**src/sv/cpr_pkg.sv**
```systemverilog
package cpr_pkg;
    localparam int MAX_SLOTS = 8;
    localparam int PAGE_BITS = 16;
    localparam int SLOT_W = (MAX_SLOTS > 1) ? $clog2(MAX_SLOTS) : 1;
    localparam int CNT_W = $clog2(MAX_SLOTS + 1);

    localparam logic CFG_ALGORITHM_MODE = 1'b0;
    localparam logic CFG_FRAMES_IN_USE = 1'b1;
    localparam logic OP_ACCESS = 1'b0;
    localparam logic OP_RELEASE = 1'b1;

    typedef struct packed {
        logic occupied;
        logic used;
        logic modified;
        logic [PAGE_BITS-1:0] page;
    } slot_entry_t;
endpackage

```
**src/sv/cpr_slot_ram.sv**
```systemverilog
module cpr_slot_ram
    import cpr_pkg::*;
(
    input  logic                clk,
    input  logic                we,
    input  logic [SLOT_W-1:0]   waddr,
    input  slot_entry_t         wdata,
    input  logic [SLOT_W-1:0]   raddr,
    output slot_entry_t         rdata
);
    slot_entry_t mem [MAX_SLOTS];

    always_ff @(posedge clk)
    begin
        if (we)
        begin
            mem[waddr] <= wdata;
        end
        rdata <= mem[raddr];
    end
endmodule

```
**src/sv/clock_page_replacement.sv**
```systemverilog
// A release frees every slot; an access searches the n active slots in order and on a miss
// fills the first free slot, else sweeps from the hand to evict (clock or clock-M).
// Throughput: one item at a time; the next item is taken only after the result is
// accepted, and the slot memory is read one slot per cycle.
// Reset: all slots free, hand zero, algorithm_mode 0, frames_in_use 8. Status flags
// live in flip-flops and clear at once; page numbers live in the memory, no clear pass.
module clock_page_replacement
    import cpr_pkg::*;
(
    input  logic        clk,
    input  logic        rst_n,
    input  logic        cfg_valid,
    output logic        cfg_ready,
    input  logic        cfg_index,
    input  logic [6:0]  cfg_data,
    input  logic        in_valid,
    output logic        in_ready,
    input  logic        operation,
    input  logic [15:0] page,
    input  logic        is_write,
    output logic        out_valid,
    input  logic        out_ready,
    output logic        hit,
    output logic        fault,
    output logic [5:0]  slot,
    output logic        evicted,
    output logic [15:0] evicted_page,
    output logic        write_back
);
    typedef enum logic [2:0] {S_IDLE, S_SEARCH, S_SWEEP, S_EVICT, S_OUT} state_t;

    state_t state_reg;
    logic mode_reg;
    logic [6:0] frames_reg;
    // Flags in flip-flops; page numbers in memory.
    logic [MAX_SLOTS-1:0] occ_reg, used_reg, mod_reg;
    logic [SLOT_W-1:0] hand_reg, idx_reg, free_reg, vict_reg;
    logic free_found_reg;
    logic [1:0] pass_reg;     // clock-M sweep number 0..3
    logic [CNT_W-1:0] cnt_reg;
    logic [PAGE_BITS-1:0] page_reg;
    logic wr_reg;

    logic [CNT_W-1:0] n;
    logic [SLOT_W-1:0] last;
    slot_entry_t rdata, wdata;
    logic we;
    logic [SLOT_W-1:0] waddr, raddr;
    logic rvalid_reg;
    logic [SLOT_W-1:0] ridx_reg;

    always_comb
    begin
        if (frames_reg == 7'd0)
            n = CNT_W'(1);
        else if (frames_reg > 7'(MAX_SLOTS))
            n = CNT_W'(MAX_SLOTS);
        else
            n = frames_reg[CNT_W-1:0];
        last = SLOT_W'(n - CNT_W'(1));
    end

    assign cfg_ready = (state_reg == S_IDLE);
    assign in_ready = (state_reg == S_IDLE) && !out_valid;

    // Read the page of the slot under inspection; the data arrives in the next cycle.
    assign raddr = idx_reg;
    assign wdata = '{occupied: 1'b1, used: 1'b1, modified: wr_reg, page: page_reg};
    cpr_slot_ram u_ram (
        .clk(clk), .we(we), .waddr(waddr), .wdata(wdata), .raddr(raddr), .rdata(rdata)
    );

    logic sweep_take;
    always_comb
    begin
        sweep_take = 1'b0;
        if (!mode_reg)
            sweep_take = !used_reg[idx_reg];
        else if (!pass_reg[0])
            sweep_take = !used_reg[idx_reg] && !mod_reg[idx_reg];
        else
            sweep_take = !used_reg[idx_reg];
    end

    always_ff @(posedge clk or negedge rst_n)
    begin
        if (!rst_n)
        begin
            state_reg <= S_IDLE;
            mode_reg <= 1'b0;
            frames_reg <= 7'd8;
            occ_reg <= '0;
            used_reg <= '0;
            mod_reg <= '0;
            hand_reg <= '0;
            idx_reg <= '0;
            free_reg <= '0;
            vict_reg <= '0;
            free_found_reg <= 1'b0;
            pass_reg <= '0;
            cnt_reg <= '0;
            rvalid_reg <= 1'b0;
            ridx_reg <= '0;
            out_valid <= 1'b0;
            hit <= 1'b0;
            fault <= 1'b0;
            slot <= '0;
            evicted <= 1'b0;
            evicted_page <= '0;
            write_back <= 1'b0;
            page_reg <= '0;
            wr_reg <= 1'b0;
            we <= 1'b0;
            waddr <= '0;
        end
        else
        begin
            we <= 1'b0;
            rvalid_reg <= 1'b0;
            if (out_valid && out_ready)
                out_valid <= 1'b0;
            case (state_reg)
                S_IDLE:
                begin
                    if (cfg_valid)
                    begin
                        if (cfg_index == CFG_ALGORITHM_MODE)
                            mode_reg <= cfg_data[0];
                        else
                            frames_reg <= cfg_data;
                    end
                    if (in_valid && in_ready)
                    begin
                        hit <= 1'b0; fault <= 1'b0; slot <= '0;
                        evicted <= 1'b0; evicted_page <= '0; write_back <= 1'b0;
                        page_reg <= page[PAGE_BITS-1:0];
                        wr_reg <= is_write;
                        if (operation == OP_RELEASE)
                        begin
                            occ_reg <= '0; used_reg <= '0; mod_reg <= '0;
                            out_valid <= 1'b1;
                        end
                        else
                        begin
                            idx_reg <= '0;
                            cnt_reg <= '0;
                            free_found_reg <= 1'b0;
                            state_reg <= S_SEARCH;
                        end
                    end
                end
                S_SEARCH:
                begin
                    // Issue one read per cycle; compare the returned entry.
                    if (cnt_reg < n)
                    begin
                        rvalid_reg <= 1'b1;
                        ridx_reg <= idx_reg;
                        idx_reg <= idx_reg + SLOT_W'(1);
                        cnt_reg <= cnt_reg + CNT_W'(1);
                    end
                    if (rvalid_reg)
                    begin
                        if (occ_reg[ridx_reg] && rdata.page == page_reg)
                        begin
                            used_reg[ridx_reg] <= 1'b1;
                            if (wr_reg) mod_reg[ridx_reg] <= 1'b1;
                            hit <= 1'b1;
                            slot <= 6'(ridx_reg);
                            out_valid <= 1'b1;
                            rvalid_reg <= 1'b0;
                            state_reg <= S_IDLE;
                        end
                        else if (!occ_reg[ridx_reg] && !free_found_reg)
                        begin
                            free_found_reg <= 1'b1;
                            free_reg <= ridx_reg;
                        end
                    end
                    if (cnt_reg == n && !rvalid_reg)
                    begin
                        fault <= 1'b1;
                        if (free_found_reg)
                        begin
                            we <= 1'b1;
                            waddr <= free_reg;
                            occ_reg[free_reg] <= 1'b1;
                            used_reg[free_reg] <= 1'b1;
                            mod_reg[free_reg] <= wr_reg;
                            slot <= 6'(free_reg);
                            out_valid <= 1'b1;
                            state_reg <= S_IDLE;
                        end
                        else
                        begin
                            idx_reg <= (CNT_W'(hand_reg) < n) ? hand_reg : '0;
                            cnt_reg <= '0;
                            pass_reg <= '0;
                            state_reg <= S_SWEEP;
                        end
                    end
                end
                S_SWEEP:
                begin
                    // Inspect one slot at the hand per cycle.
                    idx_reg <= (idx_reg == last) ? '0 : idx_reg + SLOT_W'(1);
                    if (sweep_take)
                    begin
                        vict_reg <= idx_reg;
                        hand_reg <= (idx_reg == last) ? '0 : idx_reg + SLOT_W'(1);
                        state_reg <= S_EVICT;
                    end
                    else
                    begin
                        if (!mode_reg || pass_reg[0])
                            used_reg[idx_reg] <= 1'b0;
                        if (cnt_reg == n - CNT_W'(1))
                        begin
                            cnt_reg <= '0;
                            pass_reg <= pass_reg + 2'd1;
                        end
                        else
                            cnt_reg <= cnt_reg + CNT_W'(1);
                    end
                end
                S_EVICT:
                begin
                    // Memory data for the victim is valid now (the read issued from S_SWEEP was the
                    // victim address); issue read then capture in S_OUT.
                    idx_reg <= vict_reg;
                    state_reg <= S_OUT;
                end
                S_OUT:
                begin
                    if (!rvalid_reg && idx_reg == vict_reg && cnt_reg != '1)
                    begin
                        rvalid_reg <= 1'b1;
                        cnt_reg <= '1;
                    end
                    if (rvalid_reg)
                    begin
                        evicted <= 1'b1;
                        evicted_page <= 16'(rdata.page);
                        write_back <= mod_reg[vict_reg];
                        we <= 1'b1;
                        waddr <= vict_reg;
                        used_reg[vict_reg] <= 1'b1;
                        mod_reg[vict_reg] <= wr_reg;
                        slot <= 6'(vict_reg);
                        out_valid <= 1'b1;
                        state_reg <= S_IDLE;
                    end
                end
                default: state_reg <= S_IDLE;
            endcase
        end
    end

    a_one_result: assert property (@(posedge clk) disable iff (!rst_n)
        out_valid |-> !(hit && fault)) else $error("hit and fault together");
    a_evict_fault: assert property (@(posedge clk) disable iff (!rst_n)
        (out_valid && evicted) |-> fault) else $error("eviction without fault");
    a_hand_range: assert property (@(posedge clk) disable iff (!rst_n)
        (state_reg == S_SWEEP) |-> (CNT_W'(idx_reg) < n)) else $error("hand outside slots");
endmodule
```
**config.mk**
```make
export PLATFORM = sky130hd
export DESIGN_NAME = clock_page_replacement
export DESIGN_NICKNAME = d
export VERILOG_FILES = /design/src/sv/cpr_pkg.sv /design/src/sv/cpr_slot_ram.sv /design/src/sv/clock_page_replacement.sv
export SDC_FILE = /design/constraint.sdc
export NUM_CORES = 1
export LEC_CHECK = 0
export ABC_CLOCK_PERIOD_IN_PS = 3400
export BUFFER_PORTS_ARGS = -buffer_cell sky130_fd_sc_hd__buf_2
export CAP_MARGIN = 20
export CORE_UTILIZATION = 59
export CTS_BUF_LIST = sky130_fd_sc_hd__clkbuf_4 sky130_fd_sc_hd__clkbuf_8
export CTS_CLUSTER_SIZE = 14
export DETAILED_ROUTE_END_ITERATION = 10
export GPL_TIMING_DRIVEN = 0
export HOLD_SLACK_MARGIN = 0.12
export PLACE_DENSITY = 0.87
export SLEW_MARGIN = 40
export SYNTH_ARGS = -nofsm -noshare
export SYNTH_HDL_FRONTEND = slang
export SYNTH_HIERARCHICAL = 1
export SYNTH_SLANG_ARGS = --single-unit
```
**constraint.sdc**
```tcl
create_clock -name clk -period 3.4 [get_ports clk]
set_clock_uncertainty 0.15 [all_clocks]
set_input_delay 0.17 -clock clk [delete_from_list [all_inputs] [get_ports clk]]
set_output_delay 0.17 -clock clk [all_outputs]
set_load 0.005 [all_outputs]
```
==> After elaboration in Yosys (flattened, before gate mapping) <==
Memories as Yosys holds them, arrays and structs flattened. A register that Yosys moved wholly into a read port is not among the register bits.
Cells that the tools add are included.
Widths: inputs -> output; s select.
{ "word_totals": {"out_inout_bits": 29, "elab_cells": 253, "mem_count": 1, "reg_bits": 106, "ramBits": 136, "in_bits": 31} }
{ "mem_list": {"columns": ["memory", "words", "word_bits", "rd", "rd_clocked_by_memory_dff", "write_ports", "line_no", "source"], "rows": [
  ["u_ram.mem", 8, 17, 1, 1, 1, "cpr_slot_ram.sv:11", "slot_entry_t mem [MAX_SLOTS];"]
]} }
{ "op_classes": {"add_sub_neg": 4, "n_eq_ne": 28, "bitwise": 9, "reduce_logical": 49, "n_mux": 125, "n_lt_le_gt_ge": 11} }
{ "op_table": {"columns": ["cell", "n"], "rows": [
  ["$mux 8", 19],
  ["$mux 3", 17],
  ["$mux 4", 10],
  ["$or 8x8->8", 5],
  ["$mux 1", 38],
  ["$mux 6", 6],
  ["$mux 16", 2],
  ["$pmux 16 s2", 1],
  ["$pmux 8 s4", 1],
  ["$ne 2x2->1 const B", 14],
  ["$pmux 8 s3", 1],
  ["$pmux 6 s3", 1],
  ["$reduce_and 3->1", 6],
  ["$reduce_and 6->1", 3],
  ["$bwmux 8", 2],
  ["$eq 16x16->1", 1],
  ["$lt 3x4->1 const B", 4],
  ["$pmux 4 s4", 1],
  ["$pmux 8 s2", 1],
  ["$reduce_and 4->1", 4],
  ["$pmux 3 s5", 1],
  ["$reduce_and 5->1", 3],
  ["$pmux 1 s2", 7],
  ["$logic_and 1x1->1", 13],
  ["34 further kinds", 65]
]} }

==> Logic depth before layout (Yosys ltp) <==
{ "depth": {"ltp_word": 13, "mapped_depth": 12, "ltp_nobuf": 10} }

==> Hierarchy <==
The synthesis kept the hierarchy.
{ "modules_own_cells": {"columns": ["module", "n_inst", "seq_area_each_um2", "area_each_um2", "cells_per_inst"], "rows": [
  ["cpr_slot_ram", 1, 4944.7, 6259.8, 251],
  ["clock_page_replacement", 1, 2628.8, 5923.2, 612]
]} }

==> Worst setup path after synthesis <==
OpenSTA, ideal clock, no wires.
{ "synth_path": {"path_kind": "reg2reg", "start": "register frames_reg[4]", "end": "register occ_reg[6]", "path_stages_with_launch": 11, "synth_period_minus_slack_ns": 3.024, "path_buffers": 1, "setup_slack_ns": 0.376, "setup_ns": 0.073, "required_ns": 3.177, "arrival_time_ns": 2.801, "path_cell_list": "dfrtp_1 or4_1 buf_2 inv_1 nand2_1 ha_1 and4b_1 nand3_1 a2111oi_0 a31oi_1 nor2_1"} }
{ "synth_via": {"elab_chain_cells": 7, "word_cells_on_any_way": 8, "cone_classes": "order compare: 1; eq/ne: 2; mux: 2; reduce/logical: 3"} }
{ "synth_lines": {"columns": ["item", "line_no", "source"], "rows": [
  ["start, declared", "clock_page_replacement.sv:34", "logic [6:0] frames_reg;"],
  ["start signal, assigned", "clock_page_replacement.sv:130", "frames_reg <= cfg_data;"],
  ["$gt 7x4->1", "clock_page_replacement.sv:56", "else if (frames_reg > 7'(MAX_SLOTS))"],
  ["$mux 4", "clock_page_replacement.sv:56", null],
  ["$mux 4 *", "clock_page_replacement.sv:54", "if (frames_reg == 7'd0)"],
  ["$eq 4x4->1 *", "clock_page_replacement.sv:180", "if (cnt_reg == n && !rvalid_reg)"],
  ["$logic_and 1x1->1 *", "clock_page_replacement.sv:180", null],
  ["$ne 2x2->1 (no source line) *", null, null],
  ["$reduce_and 5->1 (no source line) *", null, null],
  ["end signal, assigned", "clock_page_replacement.sv:92", "occ_reg <= '0;"],
  ["end signal, assigned", "clock_page_replacement.sv:140", "occ_reg <= '0; used_reg <= '0; mod_reg <= '0;"],
  ["end signal, assigned by index", "clock_page_replacement.sv:187", "occ_reg[free_reg] <= 1'b1;"],
  ["end, declared", "clock_page_replacement.sv:36", "logic [MAX_SLOTS-1:0] occ_reg, used_reg, mod_reg;"]
]} }
Mark *: on every way between the ends. The rest lies on a longest branch, timed or not.
A chain may end at the register's enable or synchronous reset.

==> Final worst setup path <==
{ "layout_path": {"start": "register frames_reg[4]", "end": "register cnt_reg[2]"} }
{ "layout_via": {"elab_chain_cells": 8, "word_cells_on_any_way": 15, "cone_classes": "add/sub: 1; order compare: 2; eq/ne: 2; mux: 8; reduce/logical: 2"} }
{ "layout_lines": {"columns": ["item", "line_no", "source"], "rows": [
  ["$gt 7x4->1", "clock_page_replacement.sv:56", null],
  ["$mux 4", "clock_page_replacement.sv:56", null],
  ["$mux 4 *", "clock_page_replacement.sv:54", null],
  ["$sub 4x1->4 / $lt 4x4->1 (equally long branches)", "clock_page_replacement.sv:217, clock_page_replacement.sv:155", null],
  ["$eq 4x4->1 / $mux 4 (equally long branches)", "clock_page_replacement.sv:217, clock_page_replacement.sv:155", null],
  ["$mux 4 (on tied branches)", "clock_page_replacement.sv:217, clock_page_replacement.sv:183", null],
  ["$mux 4 (on tied branches)", "clock_page_replacement.sv:207, clock_page_replacement.sv:180", null],
  ["$pmux 4 s4 *", "clock_page_replacement.sv:122", "case (state_reg)"],
  ["end signal, assigned", "clock_page_replacement.sv:160", "cnt_reg <= cnt_reg + CNT_W'(1);"],
  ["end signal, assigned", "clock_page_replacement.sv:223", "cnt_reg <= cnt_reg + CNT_W'(1);"],
  ["end, declared", "clock_page_replacement.sv:40", "logic [CNT_W-1:0] cnt_reg;"]
]} }
Mark *: on every way between the ends. The rest lies on a longest branch, timed or not. The select of a mux whose other input is x is not followed.

==> metrics.csv <==
stage,metric,value,unit
run_status,status,"finished, final reports clean",
global_route,grt_pass1_wl,46.9,mm
critical_path,ff2ff_setup_slack,60,ps
hold_path,hp-start,operation,
flow_run,maxCapViolCount,0,
detailed_routing,ant_nets,0,
die,std_cell_rows,50,
final_layout,diodes,0,
timing,hold_slack,183,ps
critical_path,r2r_start,frames_reg[4]$_DFFE_PN0P_,
final_layout,largest_reg_flops,128,
clocking,clk_path_buf_depth,3,
clocking,htreeDepth,2,
die,fp.dieW,140,um
detailed_routing,vias,8337,
detailed_routing,totalWireLength,30.7,mm
critical_path,slowest_delay,540,ps
clocking,insertion_delay,560,ps
critical_path,crit_chain,"or4_1, buf_2, inv_2, nand2_1, ha_1, xnor2_1, or3_4, a2111oi_4, buf_4, o21ai_0, a211oi_1, o31ai_1",
final_layout,drive_gt1_frac,0.266,
power,seqPwrFrac,0.390,
power,ir_drop,0.637,mV
critical_path,startpoint_type,flip-flop,
hold_path,worstHoldPathType,input pin to flip-flop,
global_route,grt_pass1_vias,8196,
global_route,grtUsageTotal,0.320,
global_route,antenna_found_initial,0,
power,intPower,7490,uW
global_route,grt_max_degree,65,
final_layout,syn2layout_area_growth,19.7,%
die,core_area,18600,um^2
clocking,cts_tree,built,
timing,setup_viol,0,
clocking,root_buffer,clkbuf_8,
timing,worst_slew_pin_slew,863,ps
power,total_power,12000,uW
logic_synthesis,avgSynthCellArea,13.6,um^2
critical_path,cp_max_fo,6,
detailed_routing,drc,0,
global_route,grt.overflow.total,0,
die,start_util,0.602,
timing,fmax,0.299,GHz
die,io_pins,60,
power,clockPowerShare,0.232,
detailed_routing,dr.first_iter.drc_count,995,
critical_path,endpoint_kind,flip-flop,
timing,hold_viol_final,0,
power,p_leak,0.00531,uW
die,fp.dieH,140,um
critical_path,crit_required,3660,ps
power,switching_share,0.377,
timing,finalCritPeriodShare,0.982,
detailed_routing,first_pass_iters,6,
placed_design,gp_congestion,0.994,
critical_path,startpoint,frames_reg[4]$_DFFE_PN0P_,
logic_synthesis,syn_area,11200,um^2
logic_synthesis,yosysWarnings,6,
die,die-area,19600,um^2
placed_design,place.port_buffers,59,
final_layout,top_register,u_ram/mem,
critical_path,cp_data_arrival_time,3600,ps
final_layout,utilization,0.720,
clocking,cts_sinks,249,
logic_synthesis,synth_cells,826,
critical_path,slowest_stage,or4_1,
placed_design,dp_hpwl,19.3,mm
detailed_routing,avgRoutedWirePerCell,24.7,um
timing,finalCriticalPeriod,3340,ps
power,p_sw,4530,uW
detailed_routing,viasPerCell,6.70,
critical_path,setup.worst_path.class,flip-flop to flip-flop,
timing,max_slew_margin,0.425,
power,p_comb_frac,0.378,
logic_synthesis,synth_nets,866,
power,power_density,895,nW/um^2
clocking,cts_made_buffers,40,
timing,final-max-slew-violation-count,0,
final_layout,nets,1019,
clocking,clkTransAtPathRegs,60,ps
## power by group through the flow
stage / registers [uW] / clock network [uW] / logic, uW
final: 4690 / 2790 / 4540
after global routing: 4750 / 2930 / 4840
after CTS: 4660 / 2790 / 4360
after detailed placement: 4690 / 0 / 4160
after global placement: 4640 / 0 / 4000
after floorplan: 4440 / 0 / 3050
## layer usage
layer  part of all wire  global-route usage  routed length, um
met3              0.086              0.0492               2640
met2               0.50               0.544              15300
met4              0.044               0.147               1360
met5                  0                   0                  0
met1               0.37               0.409              11400
## area by class of cell
| type | count | area, um^2 |
|---|---|---|
| Buffer | 46 | 256 |
| Fill cell | 1137 | 5220 |
| Inverter | 21 | 78.8 |
| Sequential cell | 249 | 6790 |
| Clock buffer | 61 | 746 |
| Multi-Input combinational cell | 509 | 4240 |
| Tap cell | 234 | 293 |
| Timing Repair Buffer | 112 | 898 |
| Clock inverter | 13 | 123 |
## final timing paths
kind | endpoint | cells after the start
setup / recovery | cnt_reg[2]$_DFFE_PN0P_ | 12
hold reg to reg | evicted$_DFFE_PN0P_ | 1
min in group asynchronous | mod_reg[0]$_DFFE_PN0P_ | 4
hold / removal | occ_reg[7]$_DFFE_PN0P_ | 4
setup reg to reg | cnt_reg[2]$_DFFE_PN0P_ | 12
max in group asynchronous | frames_reg[3]$_DFFE_PN1P_ | 4
## metrics by stage
stage | instance area, um^2 | setup TNS, ps | instances | worst slack, ps
after floorplan | 11200 | 0 | 826 | 376
after global placement | 11800 | -1790 | 1119 | -265
after detailed placement | 12100 | -392 | 1131 | -91.5
after CTS | 13400 | 0 | 1241 | 29.0
after global routing | 13400 | -96.4 | 1245 | -29.1
final | 13400 | 0 | 1245 | 59.5
## placed cells by master, fill, tap and decap left out, types with 8 or more instances in the layout
| cell | n |
|---|---|
| a21oi_1 | 35 |
| a22o_1 | 20 |
| a22oi_1 | 10 |
| a31oi_1 | 16 |
| and3_1 | 8 |
| buf_2 | 70 |
| clkbuf_1 | 27 |
| clkbuf_4 | 15 |
| clkbuf_8 | 46 |
| clkinv_1 | 8 |
| dfrtp_1 | 104 |
| dfxtp_1 | 16 |
| dlygate4sd3_1 | 36 |
| edfxtp_1 | 128 |
| ha_1 | 9 |
| inv_1 | 18 |
| mux2_2 | 31 |
| mux2_4 | 16 |
| mux4_1 | 8 |
| mux4_2 | 25 |
| nand2_1 | 41 |
| nand3_1 | 17 |
| nor2_1 | 48 |
| nor2b_1 | 11 |
| nor3_1 | 11 |
| o21ai_0 | 35 |
| o221ai_1 | 9 |
| xnor2_1 | 15 |
| xor2_1 | 9 |
## worst max-delay path: cells and delay by family (launching register included)
family / cells / cell delay (ps)
simple gates: 3 / 990
compound gates: 4 / 820
buf+inv: 3 / 480
flops: 1 / 390
fa+ha+maj: 1 / 240
xor+xnor: 1 / 150
## what timing repair did
action,in CTS,in global routing
hold buffers,37,0
resized for setup,6,14
endpoints found under the setup margin,19,35
pin swaps,1,5
endpoints found under the hold margin,131,0
setup buffers,0,3
Power figures use the tool's default switching activity.
